### src/rts_pkg.sv
// Shared types, constants and limits for the rarity score sketch.
`default_nettype none
package rts_pkg;

  localparam int MAX_EST   = 16;
  localparam int MAX_SLOTS = 32;
  localparam int BIN_DEPTH = 4096;
  localparam int MAX_FEAT  = 1024;

  localparam int EST_W   = $clog2(MAX_EST);
  localparam int SLOT_W  = $clog2(MAX_SLOTS);
  localparam int BIN_W   = $clog2(BIN_DEPTH);
  localparam int FEAT_W  = $clog2(MAX_FEAT);
  localparam int CNT_W   = 21;
  localparam int NUM_W   = 20;
  localparam int SCORE_W = 25;
  localparam int LN_W    = 20;
  localparam int ACC_W   = 27;

  localparam logic [31:0]        LN2_Q32   = 32'd2977044472;
  localparam logic [SCORE_W-1:0] SCORE_CAP = '1;

  typedef enum logic [1:0] {
    OP_TABLE = 2'd0,
    OP_FIT   = 2'd1,
    OP_SCORE = 2'd2,
    OP_CLEAR = 2'd3
  } op_t;

  typedef enum logic [1:0] {
    REG_NE = 2'd0,
    REG_NS = 2'd1,
    REG_NB = 2'd2,
    REG_NF = 2'd3
  } reg_idx_t;

  typedef enum logic [2:0] {
    CMD_TABLE = 3'd0,
    CMD_FEAT  = 3'd1,
    CMD_FIT   = 3'd2,
    CMD_SCORE = 3'd3,
    CMD_CLEAR = 3'd4
  } cmd_t;

  // One queued command from the front end
  typedef struct packed {
    cmd_t                    cmd;
    logic [EST_W-1:0]        est;
    logic [SLOT_W-1:0]       slot;
    logic [FEAT_W-1:0]       tfeat;
    logic signed [31:0]      thr;
    logic [31:0]             wt;
    logic signed [31:0]      fval;
    logic [FEAT_W-1:0]       pos;
  } qent_t;

  // Effective (clamped) configuration
  typedef struct packed {
    logic [4:0]  ne;
    logic [5:0]  ns;
    logic [12:0] nb;
    logic [10:0] nf;
  } cfg_t;

  // Table entry
  typedef struct packed {
    logic [FEAT_W-1:0]  feat;
    logic signed [31:0] thr;
    logic [31:0]        wt;
  } tab_t;

endpackage
`default_nettype wire

### src/rts_fifo.sv
// Two-entry command queue between front and back end.
`default_nettype none
module rts_fifo import rts_pkg::*; (
  input  wire logic  clk,
  input  wire logic  rst_n,
  input  wire logic  push,
  input  wire qent_t din,
  input  wire logic  pop,
  output qent_t      dout,
  output logic       empty,
  output logic       full
);

  qent_t      mem_r [2];
  logic       wp_r, rp_r;
  logic [1:0] cnt_r;

  assign empty = (cnt_r == 2'd0);
  assign full  = (cnt_r == 2'd2);
  assign dout  = mem_r[rp_r];

  // Store the entry
  always_ff @(posedge clk) begin
    if (push) begin
      mem_r[wp_r] <= din;
    end
  end

  // Advance pointers and occupancy
  always_ff @(posedge clk) begin
    if (!rst_n) begin
      wp_r  <= 1'b0;
      rp_r  <= 1'b0;
      cnt_r <= 2'd0;
    end else begin
      if (push) wp_r <= ~wp_r;
      if (pop)  rp_r <= ~rp_r;
      cnt_r <= cnt_r + {1'b0, push} - {1'b0, pop};
    end
  end

endmodule
`default_nettype wire

### config.mk
export PLATFORM = sky130hd
export DESIGN_NAME = rts_fifo
export DESIGN_NICKNAME = d
export VERILOG_FILES = /design/src/rts_pkg.sv /design/src/rts_fifo.sv
export SDC_FILE = /design/constraint.sdc
export NUM_CORES = 1
export LEC_CHECK = 0
export ABC_AREA = 0
export BUFFER_PORTS_ARGS = -buffer_cell sky130_fd_sc_hd__clkbuf_2
export CORE_ASPECT_RATIO = 2
export CORE_MARGIN = 2
export CORE_UTILIZATION = 25
export CTS_BUF_LIST = sky130_fd_sc_hd__clkbuf_8
export DETAILED_ROUTE_END_ITERATION = 6
export SLEW_MARGIN = 10
export SYNTH_ARGS = -nofsm -noshare
export SYNTH_HDL_FRONTEND = slang
export SYNTH_SLANG_ARGS = --single-unit
### constraint.sdc
create_clock -name clk -period 10.6 [get_ports clk]
set_input_delay 2.12 -clock clk [delete_from_list [all_inputs] [get_ports clk]]
set_output_delay 2.12 -clock clk [all_outputs]
set_load 0.02 [all_outputs]
==> flow_summary.toml <==
[clocking]
cts.path.max_buffers = 3
cts_setup_buffers = 0
ctsHoldBuffers = 0
clock_sinks = 261
cts_tree = "done"
root_buffer = "clkbuf_8"
cts_inserted_buffers = 40
cts_resized = 0
cts_htree_levels = 2
clock_latency_ps = 530
clkTransAtPathRegs_ps = 60

[timing]
worstMarginPinSlew_ps = 978
finalHoldViolCount = 0
grt_setup_unrepaired = "false"
finalClockSkew_ps = 13.6
timing.final.crit_share_pct = 47.8
setup_viol = 0
fmax_mhz = 197
fin_crit_ps = 5070
fin_ws_ps = 5530
relSlewSlack_pct = 34.8
finalSetupTns_ps = 0
finalMaxSlewViolations = 0

[synth]
syn_area_per_cell_um2 = 22.7
synth_seq_cells = 261
seq_area_frac_synth_pct = 81.7
syn_area_um2 = 9530
yosys_most_used_dff = "edfxtp_1"
synth_top_area_cell = "edfxtp_1"
ys_async_sr_fraction_pct = 0
yosys-top-cells-area = "edfxtp_1, mux2_2, clkbuf_8"
synth_fp_nets = 553
yosys.cell_count.top_type = "edfxtp_1"
synth_warnings = 0
synth.top_cell.area_share_pct = 80.7
synth-edff-count = 256
synthCells = 419
synth_top_cells_by_count = "edfxtp_1, mux2_2, clkbuf_8"
synth_cell_type_count = 13

[route]
postRouteAntennaNets = 0
wl_um = 20900
vias = 4932
drt_iter0_drc = 210
viasPerCell = 4.10
routedWlPerCell_um = 17.4
drc_errors = 0
dr.pass1.iters = 6

[floorplan]
num_rows = 101
die_area_um2 = 39800
die_w_um = 142
initial_core_util_pct = 25.2
die_y_um = 280
core_area_um2 = 37800
io_pins = 262

[global_route]
grt_start_max_net_pins = 68
grt.overflow.total = 0
grt_pass1_wl_um = 29700
grt_pass1_vias = 5382
antenna_found_initial = 6
grt_usage_pct = 10.2

[critical_path]
crit_path_max_fanout = 67
cp_data_arrival_time_ps = 2950
worst-r2r-setup-slack_ps = 8200
endpoint_kind = "primary output"
slowest_stage = "dfxtp_4"
startpoint_type = "register"
critPathKind = "reg2out"
cpPeakStageDelay_ps = 940
crit_chain = "buf_4 -> mux2_2 -> clkbuf_2"
cp.required_ps = 8480
crit_family = "buffers and inverters"
crit_buf_inv = 2

[power_and_ir_drop]
power_density_nw_per_um2 = 190
combPwrFrac_pct = 11.5
switching_share_pct = 24.1
ir_drop_uv = 134
p_clk_share_pct = 35.4
p_leak_nw = 4.52
switching_power_mw = 0.552
p_seq_share_pct = 53.1
power.internal_mw = 1.74

[place]
place_congestion = 0.814
hpwl_um = 14300
port_buffers = 261
pre_cts_slack_ps = 5990

[status]
status = "finished clean"

[finish]
nNetsFinal = 846
final_util_pct = 31.9
drive_gt1_share_pct = 60.9
areaGrowthSynthToFinish_pct = 26.5

[hold_path]
hp-class = "reg2reg"

[job]
max-cap-violations = 0
[worst register-to-register path, delay by kind of cell (launching register included)]
kind          cells  cell delay [ps]
buf+inv           1              830
simple gates      1              760
flops             1              380
[state kept, by name, summed over array words and instances, names as in the netlist, named ones only]
name,cells
wp_r,1
cnt_r,2
rp_r,1
mem_r,256
[area by class of cell]
cell class	count	area, um^2
Antenna cell	4	10.0
Clock buffer	42	578
Clock inverter	24	183
Fill cell	3681	25700
Inverter	2	7.51
Multi-Input combinational cell	142	1570
Sequential cell	261	7790
Tap cell	463	579
Timing Repair Buffer	265	1340
[power groups by stage]
stage          logic (mW)  clock network [mW]  registers (mW)
3_3_place_gp        0.265                   0            1.24
3_5_place_dp        0.269                   0            1.24
5_1_grt             0.282               0.893            1.22
6_report            0.263               0.813            1.22
2_1_floorplan       0.182                   0            1.23
4_1_cts             0.269               0.850            1.22
[path summary, 6_finish.rpt]
| path | from | end | cells past startpoint |
|---|---|---|---|
| worst max-delay path | register | dout[77] | 3 |
| worst min-delay path | rp_r | register | 2 |
| worst max register to register | wp_r | mem_r[1][80] | 2 |
| worst min register to register | rp_r | register | 2 |
[through the flow]
step	hold WS, ps	total power, mW	cells	area [um^2]
floorplan	555	1.41	419	9530
CTS	572	2.34	1199	12000
detailed placement	560	1.51	1133	11300
global route	587	2.40	1202	12100
global placement	557	1.50	1133	11300
finish	568	2.29	1203	12100
[cells by family (layout without fill, tap and decap cells)]
family	after synthesis	after routing	share of synthesized area (%)
flip-flops	261	261	81.7
XOR/XNOR	2	2	0.328
other	0	4	0
multiplexers	128	128	15.1
AND/OR/NAND/NOR	9	9	0.564
AO/OA/AOI/OAI	1	1	0.0788
adder cells (fa/ha/maj)	2	2	0.262
buffers and inverters	16	333	1.94
[routing by layer]
metal / vias to the layer above / track usage, % / wire length (um)
li1: 2259 / - / -
met1: 2386 / 7.98 / 6110
met2: 213 / 19.7 / 11800
met3: 68 / 3.81 / 1620
met4: 6 / 7.15 / 1300
met5: - / 0 / 45
[cells in the final DEF, fill, tap and decap left out, drive strengths merged]
cell type,n
nor2,1
and2,4
dfxtp,5
clkinvlp,2
xor2,1
mux2,128
bufinv,3
inv,12
clkbuf,303
buf,4
xnor3,1
clkinv,9
edfxtp,256
diode,4
nor2b,4
ha,2
o21a,1
No activity file was read; power rests on OpenSTA's default activity.
