--- config.mk ---
export PLATFORM = sky130hd
export DESIGN_NAME = rts_front
export DESIGN_NICKNAME = d
export VERILOG_FILES = /design/src/rts_pkg.sv /design/src/rts_front.sv
export SDC_FILE = /design/constraint.sdc
export NUM_CORES = 1
export LEC_CHECK = 0
export BUFFER_PORTS_ARGS = -buffer_cell sky130_fd_sc_hd__clkbuf_2
export CAP_MARGIN = 20
export CORE_AREA = 3 3 100 102
export CTS_CLUSTER_DIAMETER = 120
export DETAILED_ROUTE_END_ITERATION = 7
export DIE_AREA = 0 0 103 105
export PLACE_DENSITY = 0.63
export SYNTH_ARGS = -nofsm -noshare
export SYNTH_HDL_FRONTEND = slang
export SYNTH_SLANG_ARGS = --single-unit
--- constraint.sdc ---
create_clock -name clk -period 2.7 [get_ports clk]
set_input_delay 0.135 -clock clk [delete_from_list [all_inputs] [get_ports clk]]
set_output_delay 0.135 -clock clk [all_outputs]
set_load 0.01 [all_outputs]
--- src/rts_pkg.sv ---
// Shared types, constants and limits for the rarity score sketch.
`default_nettype none
package rts_pkg;

  localparam int MAX_EST   = 16;
  localparam int MAX_SLOTS = 32;
  localparam int BIN_DEPTH = 4096;
  localparam int MAX_FEAT  = 1024;

  localparam int EST_W   = $clog2(MAX_EST);
  localparam int SLOT_W  = $clog2(MAX_SLOTS);
  localparam int BIN_W   = $clog2(BIN_DEPTH);
  localparam int FEAT_W  = $clog2(MAX_FEAT);
  localparam int CNT_W   = 21;
  localparam int NUM_W   = 20;
  localparam int SCORE_W = 25;
  localparam int LN_W    = 20;
  localparam int ACC_W   = 27;

  localparam logic [31:0]        LN2_Q32   = 32'd2977044472;
  localparam logic [SCORE_W-1:0] SCORE_CAP = '1;

  typedef enum logic [1:0] {
    OP_TABLE = 2'd0,
    OP_FIT   = 2'd1,
    OP_SCORE = 2'd2,
    OP_CLEAR = 2'd3
  } op_t;

  typedef enum logic [1:0] {
    REG_NE = 2'd0,
    REG_NS = 2'd1,
    REG_NB = 2'd2,
    REG_NF = 2'd3
  } reg_idx_t;

  typedef enum logic [2:0] {
    CMD_TABLE = 3'd0,
    CMD_FEAT  = 3'd1,
    CMD_FIT   = 3'd2,
    CMD_SCORE = 3'd3,
    CMD_CLEAR = 3'd4
  } cmd_t;

  // One queued command from the front end
  typedef struct packed {
    cmd_t                    cmd;
    logic [EST_W-1:0]        est;
    logic [SLOT_W-1:0]       slot;
    logic [FEAT_W-1:0]       tfeat;
    logic signed [31:0]      thr;
    logic [31:0]             wt;
    logic signed [31:0]      fval;
    logic [FEAT_W-1:0]       pos;
  } qent_t;

  // Effective (clamped) configuration
  typedef struct packed {
    logic [4:0]  ne;
    logic [5:0]  ns;
    logic [12:0] nb;
    logic [10:0] nf;
  } cfg_t;

  // Table entry
  typedef struct packed {
    logic [FEAT_W-1:0]  feat;
    logic signed [31:0] thr;
    logic [31:0]        wt;
  } tab_t;

endpackage
`default_nettype wire

--- src/rts_front.sv ---
// Front end: accepts items, tracks the feature position and classifies each item.
`default_nettype none
module rts_front import rts_pkg::*; (
  input  wire logic               clk,
  input  wire logic               rst_n,
  input  wire logic               accept,
  input  wire logic [1:0]         op,
  input  wire logic [EST_W-1:0]   est_index,
  input  wire logic [SLOT_W-1:0]  slot_index,
  input  wire logic [FEAT_W-1:0]  table_feature,
  input  wire logic signed [31:0] table_threshold,
  input  wire logic [31:0]        table_weight,
  input  wire logic signed [31:0] feature_value,
  input  wire logic [10:0]        nf,
  output logic                    push,
  output qent_t                   ent
);

  logic [FEAT_W-1:0] pos_r, pos_nxt;
  logic              last;

  // Sample completes when this feature brings the count to nf or more
  assign last = ({1'b0, pos_r} + 11'd1) >= nf;
  assign push = accept;

  always_comb begin
    ent.est   = est_index;
    ent.slot  = slot_index;
    ent.tfeat = table_feature;
    ent.thr   = table_threshold;
    ent.wt    = table_weight;
    ent.fval  = feature_value;
    ent.pos   = pos_r;
    pos_nxt   = pos_r;
    unique case (op_t'(op))
      OP_TABLE: ent.cmd = CMD_TABLE;
      OP_CLEAR: begin
        ent.cmd = CMD_CLEAR;
        pos_nxt = '0;
      end
      OP_FIT, OP_SCORE: begin
        if (last) begin
          ent.cmd = (op_t'(op) == OP_FIT) ? CMD_FIT : CMD_SCORE;
          pos_nxt = '0;
        end else begin
          ent.cmd = CMD_FEAT;
          pos_nxt = pos_r + FEAT_W'(1);
        end
      end
      default: ent.cmd = CMD_TABLE;
    endcase
  end

  // Advance the position on each transfer
  always_ff @(posedge clk) begin
    if (!rst_n) begin
      pos_r <= '0;
    end else if (accept) begin
      pos_r <= pos_nxt;
    end
  end

endmodule
`default_nettype wire

==> results.toml <==
[timing]
relSlewSlack = 0.452
fmax_ghz = 0.390
skew_ps = 5.17
worstMarginPinSlew_ps = 820
setup_tns_ps = 0
finalSetupViolCount = 0
hold_viol_final = 0
post-route-period-util = 0.949
min_period_ps = 2560
maxSlewViolCount = 0

[cts]
cts_root_buf = "clkbuf_8"
worstSkewPairLatency_ps = 240
clkSlewWorstSetupHoldPaths_ps = 50
htree_levels = 1
cts.sinks = 10
numCtsBuffers = 3
hold_buffers = 0
cts_tree = "done"
clockBufferDepth = 2

[final_layout]
diodes = 0
fillCellCount = 1061
largest_reg_flops = 10
ff_latch_area_um2 = 209
top_register = "pos_r"
multi_input_area_um2 = 631
drive_gt1_frac = 0.329
synthToLayoutAreaGrowth_pct = -26.1
nNetsFinal = 300
largest_registers = "pos_r (10)"

[floorplan]
start_util = 0.193
die_w_um = 103
rows = 35
die_y_um = 105
dieArea_um2 = 10800
ioPinCount = 260
core_area_um2 = 9200

[setup_path]
timing.critical_path.buf_inv = 3
cp_slowest_cell = "dfxtp_1"
crit_family = "compound AO/OA/AOI/OAI gates"
cp_max_fo = 4
ff2ff_setup_slack_ps = 250
cpPeakStageDelay_ps = 320
cp.arrival_ps = 2430
worstPathRequired_ps = 2570
setup.worst_path.end_class = "primary output"
reg2reg_depth = 11
crit_start = "pos_r[0]$_SDFFE_PN0P_"
rr_endpoint = "pos_r[0]$_SDFFE_PN0P_"
cp_cell_sequence = "ha_1, xnor2_1, inv_1, ha_1, a21o_1, a31oi_1, buf_4, nor2_1, o41ai_2, buf_2"
path_class = "reg -> out"
start_kind = "register"
r2r_start = "pos_r[0]$_SDFFE_PN0P_"
critical_path.most_common_cell = "ha_1"

[drt]
first_iter_violations = 51
remaining_drc_errors = 0
vias_per_cell = 4.03
ant_nets = 0
routed-via-count = 1061
first_pass_iters = 4
routed_wl_um = 3580
wl_per_cell_um = 13.6

[power_and_ir_drop]
power_uw = 407
ir_drop_mv = 0.0838
p_leak_nw = 0.699
p_per_area_nw_per_um2 = 310

[global_routing]
gr-usage-all-layers = 0.0656
grt_pass1_vias = 1058
antenna_found_initial = 0
grt_max_degree = 11
overflow = 0
grt_pass1_wl_um = 5220

[run]
maxCapViolCount = 0

[worst_hold_path]
hp-class = "in -> out"
holdPathEnd = "ent[102]"
worst_hold_path.num_cells = 0
holdCritStartpoint = "table_threshold[28]"

[logic_synthesis]
syn_area_um2 = 1780
synth_top_area_frac = 0.490
synth-seq-area-share = 0.113
postSynthNetCount = 377
synth_seq_cells = 10
synth_edf_count = 0
yosysTopAreaCell = "buf_4"
synth-async-reset-ratio = 0
yosysWarnings = 0
synth_common_cells = "buf_4 (116), inv_1 (23), ha_1 (16)"
avgSynthCellArea_um2 = 7.73
synth_ff_type = "dfxtp_1"
ys_types = 27
synth_cells = 230
netlist_top_cells_area = "buf_4 (49%), dfxtp_1 (11%), ha_1 (11%), inv_1 (4.9%), o31ai_1 (3.4%)"
synth.most_common_cell = "buf_4"

[place]
port_buffers = 29
place.gp.congestion = 0.737
dpl.hpwl_um = 2960

[run_status]
status = "finished clean"
-- layer usage --
| metal | share of wire | GRT usage | vias to the layer above |
|---|---|---|---|
| met5 | 0 | 0 | - |
| met4 | 0.094 | 0.0805 | 0 |
| met3 | 0.12 | 0.0340 | 55 |
| met2 | 0.44 | 0.0921 | 62 |
| met1 | 0.34 | 0.0601 | 472 |
| li1 | - | - | 472 |
-- where the power goes --
group	internal (mW)	total (mW)	switching (mW)	leakage (nW)
clock network	0.129	0.194	0.0649	0.0288
registers	0.148	0.149	0.00105	0.0836
logic	0.0294	0.0642	0.0348	0.586
-- area by class of cell --
type | count | area share
multi-input combinational | 80 | 0.480
sequential | 10 | 0.159
timing repair buffer | 35 | 0.148
tap | 111 | 0.106
inverter | 23 | 0.0657
clock buffer | 4 | 0.0419
-- worst max-delay path by stage --
stage | endpoint | slack, ps | cells after the start
after CTS | ent[125] | 30 | 10
after floorplan | ent[125] | 290 | 9
after global routing | ent[125] | -30 | 11
after detailed placement | ent[125] | 170 | 10
after global placement | ent[125] | 300 | 10
final | ent[125] | 140 | 10
-- metrics by stage --
step                      instance area [µm²]  hold WS (ps)   util  setup WS [ps]  std cells
after floorplan                          1780           362      -            294        230
after global placement                   1220           270  0.132            298        257
after detailed placement                 1220           270  0.132            174        257
after CTS                                1290           270  0.140           32.7        262
after global routing                     1310           270  0.143          -27.6        263
final                                    1310           270  0.143            139        263
-- timing repair --
item | 4_1_cts | 5_1_grt
gates resized for setup | 3 | 7
pin swaps | 1 | 3
setup buffers | 1 | 1
cloned | 0 | 0
setup endpoints to repair | 1 | 3
-- kinds of logic after synthesis --
family          Yosys count  share of synthesized area
flops                    10                      0.113
simple gates             33                     0.0929
compound gates           23                      0.101
fa+ha+maj                16                      0.113
buf+inv                 140                      0.541
xor+xnor                  8                     0.0394
-- layout by cell type, fill, tap and decap left out, drive strengths merged, types with 2 or more instances in the layout --
cell | synthesis | layout
dfxtp | 10 | 10
nand2 | 14 | 14
xor2 | 5 | 5
inv | 23 | 23
o31ai | 10 | 10
nand3 | 6 | 6
nand4 | 3 | 3
nor2 | 3 | 3
a21o | 4 | 4
clkbuf | 0 | 32
and3 | 3 | 3
a211oi | 2 | 2
o21ai | 2 | 2
xnor2 | 3 | 3
buf | 117 | 7
ha | 16 | 16
No activity file was read; power rests on OpenSTA's default activity.
